--- src/flwp_pkg.sv ---
// Shared types and constants for the flash write word packer.
// Used by every module of the block; depends on nothing.
`timescale 1ns / 1ps
`default_nettype none

package flwp_pkg;

  localparam int SECTOR_BYTES = 4096;
  localparam int SECTOR_LOG2  = $clog2(SECTOR_BYTES);
  localparam int ADDR_W       = 24;
  localparam int SECTOR_W     = ADDR_W - SECTOR_LOG2;
  localparam int LIMIT_W      = 25;
  localparam int WORD_W       = 32;
  localparam int BYTE_W       = 8;
  localparam int PEND_W       = 24;
  localparam int MAX_RESULTS  = 3;
  localparam int CFG_IDX_W    = 1;

  typedef enum logic [1:0] {
    CMD_ERASE = 2'd0,
    CMD_WRITE = 2'd1,
    CMD_ERROR = 2'd2,
    CMD_DONE  = 2'd3
  } cmd_t;

  typedef enum logic {
    MODE_DATA = 1'b0,
    MODE_END  = 1'b1
  } mode_t;

  typedef enum logic [CFG_IDX_W-1:0] {
    REG_START_ADDRESS = 1'b0,
    REG_END_LIMIT     = 1'b1
  } cfg_reg_t;

  typedef struct packed {
    mode_t             mode;
    logic [BYTE_W-1:0] data_byte;
  } in_item_t;

  typedef struct packed {
    cmd_t              command;
    logic [ADDR_W-1:0] flash_address;
    logic [WORD_W-1:0] word_data;
    logic              last;
  } out_item_t;

  // All results of one request, in issue order.
  typedef struct packed {
    logic [1:0]                      count;
    out_item_t [MAX_RESULTS-1:0]     res;
  } bundle_t;

endpackage

`default_nettype wire

--- src/flwp_core.sv ---
// Session state, configuration registers and per-request result generation.
// Depends on flwp_pkg.
`timescale 1ns / 1ps
`default_nettype none

module flwp_core (
  input  wire                       clk,
  input  wire                       rst_n,
  input  wire                       accept,
  input  flwp_pkg::in_item_t        item,
  input  wire                       cfg_we,
  input  wire [flwp_pkg::CFG_IDX_W-1:0] cfg_idx,
  input  wire [flwp_pkg::LIMIT_W-1:0]   cfg_wdata,
  output flwp_pkg::bundle_t         bundle
);
  import flwp_pkg::*;

  logic [ADDR_W-1:0]   start_r;
  logic [LIMIT_W-1:0]  limit_r;

  logic [ADDR_W-1:0]   wp_r, wp_nxt;
  logic [SECTOR_W-1:0] ets_r, ets_nxt;
  logic                any_r, any_nxt;
  logic [PEND_W-1:0]   pb_r, pb_nxt;
  logic [1:0]          pc_r, pc_nxt;
  logic                sess_r, sess_nxt;

  always_ff @(posedge clk) begin
    if (!rst_n) begin
      start_r <= '0;
      limit_r <= '0;
    end else if (cfg_we) begin
      unique case (cfg_reg_t'(cfg_idx))
        REG_START_ADDRESS: start_r <= cfg_wdata[ADDR_W-1:0];
        REG_END_LIMIT:     limit_r <= cfg_wdata;
        default: ;
      endcase
    end
  end

  always_comb begin
    logic [ADDR_W-1:0]   wp_e;
    logic [SECTOR_W-1:0] ets_e;
    logic                any_e;
    logic [PEND_W-1:0]   pb_e;
    logic [1:0]          pc_e;
    logic                is_end;
    logic                do_word;
    logic                over;
    logic                need_erase;
    logic                did_erase;
    logic [SECTOR_W-1:0] sector;
    logic [WORD_W-1:0]   word;
    logic [ADDR_W-1:0]   wp_after;
    logic [LIMIT_W-1:0]  top;

    is_end = (item.mode == MODE_END);

    // A data byte with no open session starts from a fresh session.
    wp_e  = sess_r ? wp_r : {start_r[ADDR_W-1:2], 2'b00};
    ets_e = sess_r ? ets_r : '0;
    any_e = sess_r & any_r;
    pb_e  = sess_r ? pb_r : '0;
    pc_e  = sess_r ? pc_r : 2'd0;

    if (!is_end) begin
      word = {item.data_byte, pb_e};
    end else begin
      case (pc_e)
        2'd1:    word = {24'hFFFFFF, pb_e[7:0]};
        2'd2:    word = {16'hFFFF, pb_e[15:0]};
        default: word = {8'hFF, pb_e[23:0]};
      endcase
    end

    do_word    = (!is_end && pc_e == 2'd3) || (is_end && sess_r && pc_e != 2'd0);
    top        = {1'b0, wp_e} + LIMIT_W'(4);
    over       = (limit_r != '0) && (top > limit_r);
    sector     = wp_e[ADDR_W-1:SECTOR_LOG2];
    need_erase = !any_e || (sector > ets_e);
    did_erase  = do_word && !over && need_erase;
    wp_after   = (do_word && !over) ? wp_e + ADDR_W'(4) : wp_e;

    bundle = '0;
    if (do_word) begin
      if (over) begin
        bundle.res[bundle.count].command       = CMD_ERROR;
        bundle.res[bundle.count].flash_address = wp_e;
        bundle.count                           = bundle.count + 2'd1;
      end else begin
        if (need_erase) begin
          bundle.res[bundle.count].command       = CMD_ERASE;
          bundle.res[bundle.count].flash_address = {sector, {SECTOR_LOG2{1'b0}}};
          bundle.count                           = bundle.count + 2'd1;
        end
        bundle.res[bundle.count].command       = CMD_WRITE;
        bundle.res[bundle.count].flash_address = wp_e;
        bundle.res[bundle.count].word_data     = word;
        bundle.count                           = bundle.count + 2'd1;
      end
    end
    if (is_end) begin
      if (!sess_r) begin
        bundle.res[bundle.count].command       = CMD_ERROR;
        bundle.res[bundle.count].flash_address = wp_r;
        bundle.count                           = bundle.count + 2'd1;
      end else if (!(do_word && over)) begin
        bundle.res[bundle.count].command       = CMD_DONE;
        bundle.res[bundle.count].flash_address = wp_after;
        bundle.count                           = bundle.count + 2'd1;
      end
    end
    for (int i = 0; i < MAX_RESULTS; i++) begin
      bundle.res[i].last = (2'(i) == bundle.count - 2'd1);
    end

    // End request with no session changes nothing.
    if (is_end && !sess_r) begin
      wp_nxt   = wp_r;
      ets_nxt  = ets_r;
      any_nxt  = any_r;
      pb_nxt   = pb_r;
      pc_nxt   = pc_r;
      sess_nxt = sess_r;
    end else begin
      wp_nxt   = wp_after;
      ets_nxt  = did_erase ? sector : ets_e;
      any_nxt  = did_erase | any_e;
      sess_nxt = !is_end;
      pb_nxt   = '0;
      pc_nxt   = 2'd0;
      if (!is_end && pc_e != 2'd3) begin
        pb_nxt = pb_e;
        case (pc_e)
          2'd0:    pb_nxt[7:0]   = item.data_byte;
          2'd1:    pb_nxt[15:8]  = item.data_byte;
          default: pb_nxt[23:16] = item.data_byte;
        endcase
        pc_nxt = pc_e + 2'd1;
      end
    end
  end

  always_ff @(posedge clk) begin
    if (!rst_n) begin
      wp_r   <= '0;
      ets_r  <= '0;
      any_r  <= 1'b0;
      pb_r   <= '0;
      pc_r   <= 2'd0;
      sess_r <= 1'b0;
    end else if (accept) begin
      wp_r   <= wp_nxt;
      ets_r  <= ets_nxt;
      any_r  <= any_nxt;
      pb_r   <= pb_nxt;
      pc_r   <= pc_nxt;
      sess_r <= sess_nxt;
    end
  end

endmodule

`default_nettype wire

--- src/flwp_outq.sv ---
// Result buffer for one request plus the output register that drives the result port.
// Depends on flwp_pkg.
`timescale 1ns / 1ps
`default_nettype none

module flwp_outq (
  input  wire                 clk,
  input  wire                 rst_n,
  input  wire                 load,
  input  flwp_pkg::bundle_t   bundle,
  output logic                ready,
  output logic                out_valid,
  input  wire                 out_stall,
  output flwp_pkg::out_item_t out_data
);
  import flwp_pkg::*;

  out_item_t [MAX_RESULTS-1:0] buf_r;
  logic [1:0]                  rem_r;
  logic [1:0]                  idx_r;
  logic                        ov_r;
  out_item_t                   od_r;
  logic                        o_free;
  logic                        move;

  assign o_free    = !ov_r || !out_stall;
  assign move      = (rem_r != 2'd0) && o_free;
  // Take a new request once the buffer is empty or hands off its final result now.
  assign ready     = (rem_r == 2'd0) || (rem_r == 2'd1 && o_free);
  assign out_valid = ov_r;
  assign out_data  = od_r;

  always_ff @(posedge clk) begin
    if (!rst_n) begin
      rem_r <= 2'd0;
      idx_r <= 2'd0;
    end else if (load) begin
      rem_r <= bundle.count;
      idx_r <= 2'd0;
    end else if (move) begin
      rem_r <= rem_r - 2'd1;
      idx_r <= idx_r + 2'd1;
    end
  end

  always_ff @(posedge clk) begin
    if (load) begin
      buf_r <= bundle.res;
    end
  end

  always_ff @(posedge clk) begin
    if (!rst_n) begin
      ov_r <= 1'b0;
    end else if (move) begin
      ov_r <= 1'b1;
    end else if (!out_stall) begin
      ov_r <= 1'b0;
    end
  end

  always_ff @(posedge clk) begin
    if (move) begin
      od_r <= buf_r[idx_r];
    end
  end

endmodule

`default_nettype wire

--- src/flash_write_word_packer.sv ---
// Top level of the flash write word packer: byte requests in, flash commands out.
// Depends on flwp_pkg, flwp_core and flwp_outq.
//
//   port group   direction  handshake        payload
//   in_*         input      valid / stall    in_item_t  (mode, data_byte)
//   out_*        output     valid / stall    out_item_t (command, address, word, last)
//   cfg_*        input      valid / ready    register index, 25-bit write data
//
// One request is taken per cycle while in_stall is low; its zero to three results are
// computed in that cycle and held in a three-entry result buffer. The result port issues
// one result per cycle while out_stall is low. Each result passes from the result buffer
// through the output register. Reset is synchronous and clears all control state; no clear
// pass is needed. cfg_ready is always high. in_stall rises when the buffer still holds
// results that cannot drain this cycle.
`timescale 1ns / 1ps
`default_nettype none

module flash_write_word_packer (
  input  wire                           clk,
  input  wire                           rst_n,
  input  wire                           in_valid,
  output logic                          in_stall,
  input  flwp_pkg::in_item_t            in_data,
  output logic                          out_valid,
  input  wire                           out_stall,
  output flwp_pkg::out_item_t           out_data,
  input  wire                           cfg_valid,
  output logic                          cfg_ready,
  input  wire [flwp_pkg::CFG_IDX_W-1:0] cfg_index,
  input  wire [flwp_pkg::LIMIT_W-1:0]   cfg_data
);
  import flwp_pkg::*;

  logic    accept;
  logic    q_ready;
  bundle_t bundle;

  assign cfg_ready = 1'b1;
  assign in_stall  = !q_ready;
  assign accept    = in_valid && q_ready;

  flwp_core u_core (
    .clk       (clk),
    .rst_n     (rst_n),
    .accept    (accept),
    .item      (in_data),
    .cfg_we    (cfg_valid),
    .cfg_idx   (cfg_index),
    .cfg_wdata (cfg_data),
    .bundle    (bundle)
  );

  flwp_outq u_outq (
    .clk       (clk),
    .rst_n     (rst_n),
    .load      (accept),
    .bundle    (bundle),
    .ready     (q_ready),
    .out_valid (out_valid),
    .out_stall (out_stall),
    .out_data  (out_data)
  );

endmodule

`default_nettype wire

--- config.mk ---
export PLATFORM = sky130hd
export DESIGN_NAME = flash_write_word_packer
export DESIGN_NICKNAME = d
export VERILOG_FILES = /design/src/flwp_pkg.sv /design/src/flwp_core.sv /design/src/flwp_outq.sv /design/src/flash_write_word_packer.sv
export SDC_FILE = /design/constraint.sdc
export NUM_CORES = 1
export LEC_CHECK = 0
export ABC_CLOCK_PERIOD_IN_PS = 19800
export BUFFER_PORTS_ARGS = -buffer_cell sky130_fd_sc_hd__buf_2
export CAP_MARGIN = 5
export CORE_MARGIN = 1
export CORE_UTILIZATION = 62
export DETAILED_ROUTE_END_ITERATION = 16
export PLACE_DENSITY_LB_ADDON = 0.08
export REMOVE_ABC_BUFFERS = 1
export SLEW_MARGIN = 25
export SYNTH_ARGS = -nofsm -noshare
export SYNTH_HDL_FRONTEND = slang
export SYNTH_HIERARCHICAL = 1
export SYNTH_SLANG_ARGS = --single-unit
export TNS_END_PERCENT = 20
--- constraint.sdc ---
create_clock -name clk -period 19.8 [get_ports clk]
set_clock_uncertainty 0.1 [all_clocks]
set_input_delay 3.96 -clock clk [delete_from_list [all_inputs] [get_ports clk]]
set_output_delay 3.96 -clock clk [all_outputs]
set_load 0.05 [all_outputs]
==> results.md <==
- FF+latch count, synth: 352
- Final worst slack: 11.11 ns
- Global-route layer with the greatest usage: met2
- Die span in x: 169 um
- I/O pin count: 102
- Drt total wl: 43.2 mm
- Worst Hold Class: reg -> reg
- Port-buffer cells: 100
- Cts hold-fix bufs: 0
- Die Ht: 169 um
- Vias per inst: 6.17
- Status: complete, no violations
- CP Launch Point: out_stall
- Internal power: 1610 uW
- Postcts setup bufs: 0
- TritonRoute pass-1 iters: 5
- Mux contribution to synthesized area: 0.0451
- Endpoints failing hold: 0
- Slew headroom: 0.326
- Worst-Skew Late Latency: 0.54 ns
- Reg2Reg Depth: 18
- Clock Tree Root: clkbuf_16
- GPL Wtd Cong: 0.889
- Initial DRC Count: 1,265
- # rows: 60
- CP Cell Sequence: buf_2, nand2_1, a21o_1, inv_1, buf_2
- Number of synthesized flops with an enable pin: 236
- H-Tree Depth: 2
- Synth Flop Type: edfxtp_1
- Setup TNS: 0 ns
- Gr usage total: 0.307
- Tmin final: 8.69 ns
- GR Util met1: 0.400
- Combinational power share: 0.297
- Crit Path Category: in -> out
- Initial Utilization: 0.635
- Sequential Power Share: 0.435
- WP data arrival: 4.63 ns
- Syn. warnings: 6
- Non-Filler Instances: 2,108
- Clock tree buffer depth: 3
- Initial antenna violation count: 0
- Number of cells on the worst hold path: 2
- Max-slew violation count: 0
- Remaining DRCs: 0
- Share of post-route cells with drive strength above 1: 0.135
- Final Net Count: 1,791
- Share of the yosys chip area belonging to registers: 0.545
- Mapped Cells: 1,657
- F_max: 0.115 GHz
- CP max FO: 2
- Area delta synth->final: 10.1%
- Overall power: 2560 uW
- Total grt overflow: 0
- Asr flop ratio synth: 0
- RSZ-0062 raised after global routing: false
- Largest family of logic cells by synthesized area: simple AND/OR/NAND/NOR gates
- Switching pwr: 946 uW
- Placed cell count: 2,040
- Area of the mapped netlist: 0.0173 mm^2
- Avg WL per Cell: 20.5 um
- Clock Sinks: 352
- Total of max-cap violations: 0
- Routed Antenna Nets: 0
- CTS buffer count: 37
- Placed wire-length estimate: 27.1 mm
- Netlist cell types: 84
- Worst vdd ir: 0.0000794 V
- Cell mode on critical path: buf_2
- Compound-cell area share of the yosys netlist: 0.148
- Clock power frac: 0.268
- Post-placement cell area: 0.0178 mm^2
- Place WS: 11.11 ns
- Adder-Cell Fraction of Synth Area: 0.0319
- Antenna Cells: 0
- Met2 usage: 0.513
- CTS tree: done
- Startpoint Class: input pin
- Post-CTS sizing: 0
- Synth Area per Inst: 10.4 um^2
- PD cells: 134 mW/mm^2
- Finished Cell Area: 0.0190 mm^2
- Synth Area in XOR/XNOR: 0.0208
- Vias in the first global route: 12.4k
- Reg-to-reg startpoint: u_core/sess_r$_SDFFE_PN0P_
- WP data required: 15.74 ns
- First-pass GRT wire length: 67.7 mm
- Final setup viols: 0
- Critical path's largest stage delay: 0.25 ns
- Worst Tran Pin Value: 1.01 ns
- Clock-pin transition on the worst setup and hold timing paths: 0.06 ns
- CP Capture Type: output port
- Die ar.: 0.0285 mm^2
- CP max-delay cell: buf_2
- Switching share of power: 0.370
- Hold Startpoint: u_core/limit_r[5]$_SDFFE_PN0P_
- Largest net degree at the start of global routing: 190
- Static Leak: 0.00673 uW
- GRT met3 Usage: 0.0491
- Via count: 13.0k
- Synth Area in Simple Gates: 0.150
- Period utilization: 0.439
- Core Area: 0.0272 mm^2
[kinds of logic (layout without fill, tap and decap cells)]
group / Yosys count / after routing
buffers and inverters: 207 / 255
and+or+nand+nor: 553 / 553
other: 2 / 33
adders and majority gates: 44 / 44
DFF: 352 / 352
xor gates and xnor gates: 41 / 41
AOI/OAI and AO/OA: 381 / 381
muxes: 77 / 77
[per-stage QoR]
stage | hold slack, ns | utilization
3_5_place_dp | 0.349 | 0.655
6_report | 0.355 | 0.700
2_1_floorplan | 0.336 | -
5_1_grt | 0.390 | 0.700
3_3_place_gp | 0.344 | 0.655
4_1_cts | 0.357 | 0.700
[registers in the layout, indices dropped and copies added, names as in the netlist, 12 cells and up]
signal / flops
u_outq/buf_r: 177
u_outq/out_data: 59
u_core/limit_r: 25
u_core/pb_r: 24
u_core/wp_r: 24
u_core/start_r: 22
u_core/ets_r: 12
[final cells by class]
cell class              instances  area, um^2
multi-input cells            1129        7000
well taps                     372         465
flip-flops and latches        352        9420
inverters                      64         240
fillers                      2084        8150
clock inverters                17         136
clock buffers                  51        1070
repair buffers                123         686
[power by group through the flow]
| stage | Clock, uW | Combinational [uW] | Sequential (uW) |
|---|---|---|---|
| after floorplan | 0 | 297 | 1390 |
| after global placement | 0 | 744 | 1120 |
| after detailed placement | 0 | 756 | 1130 |
| after CTS | 692 | 759 | 1110 |
| after global routing | 717 | 809 | 1130 |
| final | 685 | 761 | 1110 |
[cells in the mapped netlist (4+ instances only)]
master    count  area [um^2]
buf_1         4         15.0
clkbuf_1     60          225
a32o_1       10          100
nor2b_1       9         56.3
o311ai_0      6         52.6
a32oi_1       4         35.0
a21o_1       11         82.6
and2_1        9         56.3
o31ai_1       6         45.0
nor3_1       14         70.1
or3_1         7         43.8
mux2i_1      73          731
a211oi_1      8         60.1
buf_2        28          140
and3_1       26          163
buf_4        43          323
inv_1        60          225
o21ai_0      92          460
nor2_1      129          484
a21oi_2       9         78.8
o21ai_1      11         55.1
a31oi_1       7         43.8
xor2_1        9         78.8
a22oi_1      35          263
o21a_1        4         30.0
a21oi_1     102          510
ha_1         44          551
a21boi_0      4         30.0
o221ai_1      7         61.3
nor4_1       11         68.8
a22o_1        5         43.8
o211ai_1     14          105
dfxtp_1     116         2320
xnor2_1      32          280
nand3_1      54          270
o22ai_1       9         56.3
nand2_1     231          867
buf_6         7         78.8
nand2b_1      6         37.5
edfxtp_1    236         7090
nand4_1      30          188
and4_1        5         43.8
a211oi_2      7         87.6
[path summary, 6_finish.rpt]
path                               endpoint  slack, ns
max reg2reg      u_outq/buf_r[57]$_DFFE_PP_      13.03
min reg2reg  u_core/limit_r[5]$_SDFFE_PN0P_       0.36
min          u_core/limit_r[5]$_SDFFE_PN0P_       0.36
max                                in_stall      11.11
[worst max-delay path, delay by kind of cell]
| kind | cells | cell delay [ns] |
|---|---|---|
| AO/OA/AOI/OAI | 1 | 0.20 |
| buffers and inverters | 3 | 0.41 |
| AND/OR/NAND/NOR | 1 | 0.07 |
[placed cells by master, fill, tap and decap left out, types with 8 or more instances in the layout]
cell type and count:
nand3_1 54, a32o_1 10, buf_2 100, xor2_1 9, a211oi_1 8, nor4_1 11, clkbuf_1 8, dfxtp_1 113
clkinv_2 8, and2_1 8, o22ai_1 9, a21oi_1 102, buf_4 22, o21ai_1 9, inv_1 59, nor2_1 128
clkbuf_16 40, a21oi_2 8, nor2b_1 8, mux2i_1 73, edfxtp_1 236, nor3_1 14, nand4_1 30, nand2_1 231
xnor2_1 32, a22oi_1 35, conb_1 33, and3_1 26, ha_1 44, a21o_1 11, o211ai_1 14, o21ai_0 92
[layer usage]
metal	routed length (um)	vias to the layer above
li1	-	6068
met1	17600	6213
met2	20700	604
met3	3400	111
met4	1560	0
met5	0	-
Note: power is estimated with default switching activity, not from simulation.
